<file path="src/rtl/cdt_pkg.sv">
`timescale 1ns / 1ps
// ----------------------------------------------------------------------------
// cdt_pkg: shared types and constants of the connection table
// Item formats, operation and class codes, the bucket hash and slot record.
// ----------------------------------------------------------------------------
package cdt_pkg;

  localparam int DEF_BUCKETS      = 64;
  localparam int DEF_SLOTS        = 8;
  localparam int DEF_CONN_ID_BITS = 10;
  localparam int QUEUE_DEPTH      = 2;

  localparam logic [1:0] KIND_ADD    = 2'd0;
  localparam logic [1:0] KIND_REMOVE = 2'd1;
  localparam logic [1:0] KIND_LOOKUP = 2'd2;

  localparam logic [2:0] CL_EXACT = 3'd0;
  localparam logic [2:0] CL_PA    = 3'd1;
  localparam logic [2:0] CL_PORT  = 3'd2;
  localparam logic [2:0] CL_ADDR  = 3'd3;
  localparam logic [2:0] CL_ANY   = 3'd4;

  typedef struct packed {
    logic [1:0]  kind;
    logic [63:0] remote_addr_hi;
    logic [63:0] remote_addr_lo;
    logic [15:0] remote_port;
    logic [63:0] local_addr_hi;
    logic [63:0] local_addr_lo;
    logic [15:0] local_port;
    logic [9:0]  conn_id;
  } in_item_t;

  typedef struct packed {
    logic       hit;
    logic [9:0] found_conn;
    logic [2:0] match_class;
    logic       table_full;
  } out_item_t;

  // Decoded command handed from the front end to the engine.
  typedef struct packed {
    logic [1:0]  kind;
    logic [2:0]  add_class;
    logic [31:0] key0;  // full-tuple key
    logic [31:0] key1;  // local address and port
    logic [31:0] key2;  // port only
    logic [31:0] key3;  // address only
    in_item_t    item;
  } cmd_t;

  typedef struct packed {
    logic [2:0]  cls;
    logic [63:0] rhi;
    logic [63:0] rlo;
    logic [15:0] rp;
    logic [63:0] lhi;
    logic [63:0] llo;
    logic [15:0] lp;
    logic [15:0] conn;
  } slot_rec_t;

  typedef enum logic [2:0] {
    ST_IDLE, ST_READ, ST_MOD, ST_WAIT, ST_EVAL, ST_WRITE, ST_OUT
  } eng_state_t;

  function automatic logic [31:0] hash_key(logic [7:0] rlo, logic [15:0] rp,
                                           logic [7:0] llo, logic [15:0] lp);
    hash_key = {rlo, 24'd0} ^ {rp, 16'd0} ^ {16'd0, llo, 8'd0} ^ {16'd0, lp};
  endfunction

endpackage

</file>
<file path="src/rtl/cdt_front.sv">
`timescale 1ns / 1ps
// ----------------------------------------------------------------------------
// cdt_front: classifier
// Registers an accepted item with its add class and the four hash keys.
// ----------------------------------------------------------------------------
module cdt_front
  import cdt_pkg::*;
(
  input  logic     clk,
  input  logic     rst_n,
  input  logic     in_push,
  output logic     in_full,
  input  in_item_t in_data,
  output logic     cmd_valid,
  input  logic     cmd_take,
  output cmd_t     cmd
);

  logic valid_r;
  cmd_t cmd_r;
  cmd_t cmd_nxt;
  logic rset;
  logic lset;

  assign in_full   = valid_r && !cmd_take;
  assign cmd_valid = valid_r;
  assign cmd       = cmd_r;

  always_comb begin
    rset = (in_data.remote_addr_hi | in_data.remote_addr_lo) != 64'd0;
    lset = (in_data.local_addr_hi | in_data.local_addr_lo) != 64'd0;
    cmd_nxt.kind = in_data.kind;
    cmd_nxt.item = in_data;
    if (rset) begin
      cmd_nxt.add_class = CL_EXACT;
    end else if (lset) begin
      cmd_nxt.add_class = (in_data.local_port == 16'd0) ? CL_ADDR : CL_PA;
    end else begin
      cmd_nxt.add_class = (in_data.local_port == 16'd0) ? CL_ANY : CL_PORT;
    end
    cmd_nxt.key0 = hash_key(in_data.remote_addr_lo[7:0], in_data.remote_port,
                            in_data.local_addr_lo[7:0], in_data.local_port);
    cmd_nxt.key1 = hash_key(8'd0, 16'd0, in_data.local_addr_lo[7:0], in_data.local_port);
    cmd_nxt.key2 = hash_key(8'd0, 16'd0, 8'd0, in_data.local_port);
    cmd_nxt.key3 = hash_key(8'd0, 16'd0, in_data.local_addr_lo[7:0], 16'd0);
  end

  always_ff @(posedge clk) begin
    if (!rst_n) begin
      valid_r <= 1'b0;
    end else if (in_push && !in_full) begin
      valid_r <= 1'b1;
    end else if (cmd_take) begin
      valid_r <= 1'b0;
    end
    if (in_push && !in_full) begin
      cmd_r <= cmd_nxt;
    end
  end

endmodule

</file>
<file path="config.mk">
export PLATFORM = sky130hd
export DESIGN_NAME = cdt_front
export DESIGN_NICKNAME = d
export VERILOG_FILES = /design/src/rtl/cdt_pkg.sv /design/src/rtl/cdt_front.sv
export SDC_FILE = /design/constraint.sdc
export NUM_CORES = 1
export LEC_CHECK = 0
export ABC_CLOCK_PERIOD_IN_PS = 19400
export BUFFER_PORTS_ARGS = -buffer_cell sky130_fd_sc_hd__clkbuf_2
export CORE_AREA = 2 2 291 293
export DETAILED_ROUTE_END_ITERATION = 6
export DIE_AREA = 0 0 293 295
export REMOVE_ABC_BUFFERS = 1
export SKIP_CTS_REPAIR_TIMING = 1
export SKIP_LAST_GASP = 1
export SLEW_MARGIN = 20
export SYNTH_ARGS = -nofsm -noshare
export SYNTH_HDL_FRONTEND = slang
export SYNTH_SLANG_ARGS = --single-unit
</file>
<file path="constraint.sdc">
create_clock -name clk -period 19.4 [get_ports clk]
set_input_delay 0.97 -clock clk [delete_from_list [all_inputs] [get_ports clk]]
set_output_delay 0.97 -clock clk [all_outputs]
set_load 0.005 [all_outputs]
</file>
==> reports/results.tsv <==
stage	metric	value	unit
cts	Num CTS Buffers	39	
timing	Worst Max-Slew Pin Slew	1.03	ns
worst_hold_path	Worst Hold Class	in -> reg	
timing	hold slack	0.591	ns
cts	clk_lat worst skew	0.55	ns
grt	largest net degree at the start of global routing	167	
floorplan	IO Pins	739	
timing	Max-Slew Margin vs Limit	0.317	
timing	RSZ-0062 raised after global routing	false	
logic_synthesis	syn avg cell area	20.5	µm²
pwr	maximum vdd drop	54.3	µV
finish	design area	16800	µm²
logic_synthesis	Mapped Area	11300	µm²
route	residual DRC count	0	
logic_synthesis	Seq/Total Area, Yosys	0.853	
cts	Clk pin slew, worst setup/hold paths	0.07	ns
floorplan	row count	106	
cts	clk buf depth	3	
grt	first-pass GRT wire length	60600	µm
logic_synthesis	Yosys reg bits	320	
finish	fillers	8926	
route	WL/cell	20.5	µm
critical_path	crit path capture type	flop	
timing	number of hold violations in the final report	0	
critical_path	crit start category	input pin	
cts	CTS tree	done	
grt	total grt overflow	0	
pwr	Pwr Density	101	nW/µm²
timing	Max Fclk	350	MHz
timing	minimum clock period	2.86	ns
logic_synthesis	Synth cell types	16	
floorplan	Starting Density	0.135	
route	Vias per Instance	3.31	
placement	Post-DP Area	15500	µm²
timing	max-slew violations	0	
cts	# clock sinks	320	
route	drt pass-1 iters	4	
cts	clock root buffer	clkbuf_16	
timing	Fin Clk Skew	0.00989	ns
floorplan	core area	83200	µm²
logic_synthesis	Yosys Warn Count	0	
status	status	finished clean	
cts	H-tree levels	2	
critical_path	critical path peak fanout	166	
placement	detailed-placement wirelength estimate	40000	µm
floorplan	die area	86400	µm²
placement	IO buf count	682	
finish	layout cells sized above 1	0.602	
pwr	Leak Pwr	6.94	nW
floorplan	Die Span Y	295	µm
placement	gpl congestion	0.804	
timing	setup TNS	0	ns
logic_synthesis	cell count after synthesis	550	
floorplan	Die X	293	µm
route	Iter 0 DRT Violations	413	
route	via count	7740	
grt	vias in the first global route	7487	
finish	Final nets	1525	
timing	final setup vio count	0	
flow_run	MaxCap Viol Count	0	
route	Routed Antenna Nets	0	
grt	initial antenna violation count	24	
grt	Global Route Usage Sum	0.103	
route	wirelength, routed	48000	µm
critical_path	CP Data Required Time	19.56	ns
critical_path	critical path class	in -> reg	
timing	fin crit share	0.147	
critical_path	crit path DAT	3.02	ns
finish	Area growth syn-to-layout	49.0	%
==> where the power goes <==
group          switching (mW)  leakage [nW]  internal, mW  total, mW
combinational          0.0763          3.21        0.0544      0.131
clock                   0.296         0.634         0.445      0.742
sequential             0.0153          3.10         0.812      0.827
==> sequential cells by signal, summed over array words and instances (netlist names) <==
register,count
cmd,319
cmd_valid,1
==> per-layer routing <==
metal	track usage	vias to the layer above	wire length, µm
li1	-	3404	-
met1	0.120	3671	18500
met2	0.173	555	22800
met3	0.0433	94	5260
met4	0.0334	16	1330
met5	0	-	107
==> logic make-up after synthesis <==
logic type                share of synthesized area
other                                      0.000333
buffers and inverters                        0.0761
xor gates and xnor gates                     0.0125
AOI/OAI and AO/OA                           0.00222
DFF                                           0.853
and+or+nand+nor                              0.0558
==> per-stage QoR <==
step | utilization | worst slack (ns) | cells | total power, mW
finish | 0.202 | 16.54 | 2338 | 1.70
global placement | 0.186 | 15.14 | 2259 | 0.973
floorplan | - | 3.25 | 491 | 0.883
CTS | 0.201 | 16.14 | 2330 | 1.73
detailed placement | 0.186 | 15.54 | 2260 | 0.974
global route | 0.201 | 16.19 | 2331 | 1.76
==> final timing paths <==
check	slack [ns]	cells past startpoint	end	start
worst max-delay path	16.54	5	cmd[286]	cmd_take
worst min-delay path	0.59	1	cmd[5]	in_data[5]
worst max register to register	16.64	4	cmd[286]	cmd_valid
worst min register to register	0.68	2	cmd_valid	cmd_valid
==> cells in the final DEF (no fill, tap or decap), types with 2 or more instances in the layout <==
master     netlist  layout
diode_2          0       8
nor4_2           1       3
clkbuf_16        0      40
a21oi_1          2       2
nor4_4           2       2
clkbuf_1         0       6
conb_1           1      56
inv_6            0       4
nand2_1          2       2
bufinv_16        0       5
clkinv_1         0       7
edfxtp_1       319     319
nor4_1          69      67
clkbuf_2         0     682
nand4_1         17      17
buf_4          114       6
clkinv_2         0       6
xor2_1          16      16
==> synthesized netlist by cell type <==
cell,n,share of area
nand3_1,1,0.00044
dfxtp_1,1,0.0018
edfxtp_1,319,0.85
nor2b_1,2,0.0011
xor2_1,16,0.012
a21o_1,1,0.00067
nor4_1,69,0.038
a21oi_1,2,0.00089
o21a_1,1,0.00067
nand4_1,17,0.0095
nor4_2,1,0.0011
nand2_1,2,0.00067
buf_4,114,0.076
conb_1,1,0.00033
nor3_2,1,0.00089
nor4_4,2,0.0038
==> worst max-delay path, stage by stage <==
cell and delay (ns):
clkbuf_2 0.07, nor2b_1 0.07, nor2b_4 0.14, buf_12 0.61
buf_4 0.89
==> layout make-up <==
class | count | area [µm²] | area share
flip-flops and latches | 320 | 9600 | 0.573
repair buffers | 689 | 3480 | 0.208
well taps | 1080 | 1350 | 0.0806
multi-input cells | 171 | 1020 | 0.0611
clock buffers | 46 | 1020 | 0.0611
clock inverters | 24 | 267 | 0.0159
diodes | 8 | 20.0 | 0.00119
No activity file was read; power rests on OpenSTA's default activity.
