[src/rtl/cdt_pkg.sv]
`timescale 1ns / 1ps
// ----------------------------------------------------------------------------
// cdt_pkg: shared types and constants of the connection table
// Item formats, operation and class codes, the bucket hash and slot record.
// ----------------------------------------------------------------------------
package cdt_pkg;

  localparam int DEF_BUCKETS      = 64;
  localparam int DEF_SLOTS        = 8;
  localparam int DEF_CONN_ID_BITS = 10;
  localparam int QUEUE_DEPTH      = 2;

  localparam logic [1:0] KIND_ADD    = 2'd0;
  localparam logic [1:0] KIND_REMOVE = 2'd1;
  localparam logic [1:0] KIND_LOOKUP = 2'd2;

  localparam logic [2:0] CL_EXACT = 3'd0;
  localparam logic [2:0] CL_PA    = 3'd1;
  localparam logic [2:0] CL_PORT  = 3'd2;
  localparam logic [2:0] CL_ADDR  = 3'd3;
  localparam logic [2:0] CL_ANY   = 3'd4;

  typedef struct packed {
    logic [1:0]  kind;
    logic [63:0] remote_addr_hi;
    logic [63:0] remote_addr_lo;
    logic [15:0] remote_port;
    logic [63:0] local_addr_hi;
    logic [63:0] local_addr_lo;
    logic [15:0] local_port;
    logic [9:0]  conn_id;
  } in_item_t;

  typedef struct packed {
    logic       hit;
    logic [9:0] found_conn;
    logic [2:0] match_class;
    logic       table_full;
  } out_item_t;

  // Decoded command handed from the front end to the engine.
  typedef struct packed {
    logic [1:0]  kind;
    logic [2:0]  add_class;
    logic [31:0] key0;  // full-tuple key
    logic [31:0] key1;  // local address and port
    logic [31:0] key2;  // port only
    logic [31:0] key3;  // address only
    in_item_t    item;
  } cmd_t;

  typedef struct packed {
    logic [2:0]  cls;
    logic [63:0] rhi;
    logic [63:0] rlo;
    logic [15:0] rp;
    logic [63:0] lhi;
    logic [63:0] llo;
    logic [15:0] lp;
    logic [15:0] conn;
  } slot_rec_t;

  typedef enum logic [2:0] {
    ST_IDLE, ST_READ, ST_MOD, ST_WAIT, ST_EVAL, ST_WRITE, ST_OUT
  } eng_state_t;

  function automatic logic [31:0] hash_key(logic [7:0] rlo, logic [15:0] rp,
                                           logic [7:0] llo, logic [15:0] lp);
    hash_key = {rlo, 24'd0} ^ {rp, 16'd0} ^ {16'd0, llo, 8'd0} ^ {16'd0, lp};
  endfunction

endpackage

[src/rtl/cdt_queue.sv]
`timescale 1ns / 1ps
// ----------------------------------------------------------------------------
// cdt_queue: command queue
// Small FIFO between the classifier and the table engine.
// ----------------------------------------------------------------------------
module cdt_queue
  import cdt_pkg::*;
(
  input  logic clk,
  input  logic rst_n,
  input  logic wr_valid,
  output logic wr_take,
  input  cmd_t wr_cmd,
  output logic rd_valid,
  input  logic rd_take,
  output cmd_t rd_cmd
);

  localparam int AW = $clog2(QUEUE_DEPTH);

  cmd_t          mem_r [QUEUE_DEPTH];
  logic [AW-1:0] wp_r;
  logic [AW-1:0] rp_r;
  logic [AW:0]   cnt_r;

  assign wr_take  = wr_valid && (cnt_r != AW'(0) + (AW+1)'(QUEUE_DEPTH));
  assign rd_valid = cnt_r != '0;
  assign rd_cmd   = mem_r[rp_r];

  always_ff @(posedge clk) begin
    if (!rst_n) begin
      wp_r  <= '0;
      rp_r  <= '0;
      cnt_r <= '0;
    end else begin
      if (wr_take) begin
        wp_r <= (wp_r == AW'(QUEUE_DEPTH - 1)) ? '0 : wp_r + 1'b1;
      end
      if (rd_take) begin
        rp_r <= (rp_r == AW'(QUEUE_DEPTH - 1)) ? '0 : rp_r + 1'b1;
      end
      cnt_r <= cnt_r + (AW+1)'(wr_take) - (AW+1)'(rd_take);
    end
    if (wr_take) begin
      mem_r[wp_r] <= wr_cmd;
    end
  end

endmodule

[config.mk]
export PLATFORM = sky130hd
export DESIGN_NAME = cdt_queue
export DESIGN_NICKNAME = d
export VERILOG_FILES = /design/src/rtl/cdt_pkg.sv /design/src/rtl/cdt_queue.sv
export SDC_FILE = /design/constraint.sdc
export NUM_CORES = 1
export LEC_CHECK = 0
export ABC_AREA = 1
export BUFFER_PORTS_ARGS = -buffer_cell sky130_fd_sc_hd__buf_2
export CAP_MARGIN = 5
export CORE_AREA = 2 2 339 341
export DETAILED_ROUTE_END_ITERATION = 8
export DIE_AREA = 0 0 341 343
export RECOVER_POWER = 50
export SYNTH_ARGS = -nofsm -noshare
export SYNTH_HDL_FRONTEND = slang
export SYNTH_SLANG_ARGS = --single-unit
[constraint.sdc]
create_clock -name clk -period 25.7 [get_ports clk]
set_clock_uncertainty 0.15 [all_clocks]
set_input_delay 2.57 -clock clk [delete_from_list [all_inputs] [get_ports clk]]
set_output_delay 2.57 -clock clk [all_outputs]
set_load 0.05 [all_outputs]
==> out/qor.yml <==
run_status:
  outcome: "finished, violations left"
  violations: "capacitance limit, slew limit"
logic_synthesis:
  netlist_top_cells_area: "sky130_fd_sc_hd__edfxtp_1 79%, sky130_fd_sc_hd__mux2_4 17%, sky130_fd_sc_hd__mux2_2 2.1%, sky130_fd_sc_hd__buf_6 1.1%, sky130_fd_sc_hd__buf_8 0.50%"
  synthesis.instances: 1378
  synth_area_per_cell_um2: 24.0
  synth_xor_area_share_pct: 0.0265
  synthesis.nets: 1816
  post_synth_simple_gate_area_pct: 0.227
  synth-seq-area-share_pct: 79.0
  mappedNetlistArea_mm2: 0.0330
  yosysUniqueCellTypes: 15
  largest_family_of_logic_cells_by_synthesized_area: "multiplexers"
  synth_seq_cells: 871
  yosys_warnings: 0
  synth.area.mux_share_pct: 19.0
  yosys.area.top_type: "sky130_fd_sc_hd__edfxtp_1"
  synth_compound_gate_area_share_pct: 0.0152
  synth_adder_area_share_pct: 0.0379
  yosys.area.top_type_share_pct: 78.7
grt:
  maximum_number_of_pins_on_one_net_before_global_route_repair: 159
  first_global_vias: 17600
  wire_length_of_the_first_global_routing_pass_um: 110000
  grt_util_met1_pct: 12.6
  highest_utilization_routing_layer_at_the_global_route_stage: "met2"
  track_usage_pct: 12.5
  grt_antenna_before_repair: 26
  overflow: 0
  gr-usage-met3_pct: 5.43
  gr-usage-met2_pct: 22.6
final_layout:
  final_instance_area_mm2: 0.0416
  final_layout_size_suffix_gt1_share_pct: 50.4
  fillerInstances: 10700
  nNetsFinal: 2750
  growth_of_design_area_from_synthesis_to_finish_pct: 25.9
  mostFrequentLayoutCells: "866 x sky130_fd_sc_hd__edfxtp_1, 632 x sky130_fd_sc_hd__buf_2, 370 x sky130_fd_sc_hd__mux2_4, 262 x sky130_fd_sc_hd__clkbuf_1, 95 x sky130_fd_sc_hd__clkbuf_16"
  final_util_pct: 36.7
  layout_commonest_cell: "sky130_fd_sc_hd__edfxtp_1"
floorplanning:
  initial_utilization_pct: 29.1
  dieHeight_um: 343
  top_level_ports: 872
  row_count: 124
  fp.coreArea_mm2: 0.113
  floorplan.die_area_mm2: 0.117
  die_w_um: 341
clock_tree:
  total_setup_buffers_inserted_after_cts: 0
  clock-sinks: 871
  number_of_clock_buffers_inserted_by_tritoncts: 92
  ctsRootBufferMaster: "sky130_fd_sc_hd__clkbuf_16"
  htree_depth: 3
  clock_latency_ns: 0.65
  holdBufCountCts: 0
  cts-root-to-sink-buffers: 3
  ctsResizeCount: 0
  clock_tree_from_tritoncts: "done"
  path_clk_slew_ns: 0.06
placed_design:
  dp_hpwl_um: 55600
  dpl_cell_area_mm2: 0.0389
  pre_cts_slack_ns: 17.97
  place.port_buffers: 871
  gp_routability_congestion: 0.829
timing:
  final_total_negative_setup_slack_ns: 0
  max_freq_mhz: 87.8
  report.final.hold_viol_count: 0
  final.min_clock_period_ns: 11.40
  setup-violations-final: 0
  rsz0062_at_grt: "no"
  fin_hold_ws_ns: 0.354
  layout_worst_path_cycle_share_pct: 44.3
  setup_slack_ns: 14.30
  worstMarginPinSlew_ns: 9.72
  maxSlewViolCount: 337
  timing.slew.headroom_pct: -548
detailed_routing:
  detail_route.first_pass.iterations: 4
  drcViolationCount: 0
  route.antenna.remaining_nets: 0
  detail_route.vias_per_cell: 4.17
  wl_per_cell_um: 19.8
  number_of_drc_violations_after_detailed_routing_iteration_0: 734
  wirelength_um: 77300
  dr_total_vias: 16300
worst_setup_path:
  critPathKind: "in -> reg"
  worst_setup_path_end_kind: "flop"
  critical-path-max-stage-delay_ns: 6.72
  critPathArrivalTime_ns: 11.49
  crit_path_cell_trace: "buf_2 -> nand2_1 -> nor2_1 -> clkbuf_1 -> buf_4"
  worstPathRequired_ns: 25.80
  start_kind: "input pin"
  critical_path.slowest_cell: "sky130_fd_sc_hd__clkbuf_1"
  path_max_fanout: 158
hold_path:
  worstHoldPathType: "reg -> reg"
power:
  vdd.ir_drop.worst_v: 0.0000561
  p_leak_nw: 15.5
  power_density_mw_per_mm2: 90.1
flow_run:
  maxCapViolCount: 3
-- metrics by stage --
| stage | instances | total power [mW] |
|---|---|---|
| after detailed placement | 3730 | 2.49 |
| after floorplan | 1378 | 2.39 |
| final | 3908 | 3.75 |
| after global placement | 3730 | 2.47 |
| after CTS | 3899 | 3.79 |
| after global routing | 3905 | 3.89 |
-- worst max-delay path, delay by kind of cell --
| kind | cells | cell delay, ns |
|---|---|---|
| buffers and inverters | 3 | 8.34 |
| and+or+nand+nor | 2 | 0.22 |
-- final timing paths --
path | slack, ns | start | cells past startpoint | to
setup / recovery | 14.30 | wr_valid | 5 | mem_r[0][170]
hold / removal | 0.35 | wp_r | 2 | wp_r
setup reg to reg | 15.83 | cnt_r[0] | 6 | mem_r[0][170]
hold reg to reg | 0.35 | wp_r | 2 | wp_r
-- cell type report --
| cell class | count | area, um^2 | share of cell area, % |
|---|---|---|---|
| Timing Repair Buffer | 888 | 4190 | 10.1 |
| Multi-Input combinational cell | 455 | 6370 | 15.3 |
| Sequential cell | 871 | 26100 | 62.8 |
| Tap cell | 1512 | 1890 | 4.55 |
| Clock inverter | 52 | 508 | 1.22 |
| Inverter | 4 | 16.3 | 0.0391 |
| Clock buffer | 117 | 2470 | 5.94 |
| Antenna cell | 9 | 22.5 | 0.0542 |
-- cell families after synthesis --
group           after synthesis
compound gates                1
xor+xnor                      1
fa+ha+maj                     1
buf+inv                      52
flops                       871
mux                         433
simple gates                 19
-- sequential cells by signal, indices dropped and copies added (netlist names), named ones only --
name and cells:
mem_r 866, cnt_r 2, rp_r 1, wp_r 1
-- synth_stat cells --
cell / count
sky130_fd_sc_hd__nand3_1: 1
sky130_fd_sc_hd__mux2_4: 370
sky130_fd_sc_hd__buf_2: 6
sky130_fd_sc_hd__ha_1: 1
sky130_fd_sc_hd__edfxtp_1: 866
sky130_fd_sc_hd__dfxtp_1: 5
sky130_fd_sc_hd__buf_6: 31
sky130_fd_sc_hd__or2_2: 1
sky130_fd_sc_hd__a21oi_1: 1
sky130_fd_sc_hd__nor2_1: 8
sky130_fd_sc_hd__inv_1: 4
sky130_fd_sc_hd__nand2_1: 9
sky130_fd_sc_hd__buf_8: 11
sky130_fd_sc_hd__xnor2_1: 1
sky130_fd_sc_hd__mux2_2: 63
-- layer usage --
metal	part of all wire, %	wire, um
met5	0.21	161
met4	3.2	2450
met3	9.8	7570
met2	53	40600
met1	34	26500
-- power breakdown --
part / internal, mW / switching [mW]
registers: 1.73 / 0.0322
logic: 0.200 / 0.496
clock network: 0.760 / 0.531
total: 2.69 / 1.06
Note: power is estimated with default switching activity, not from simulation.
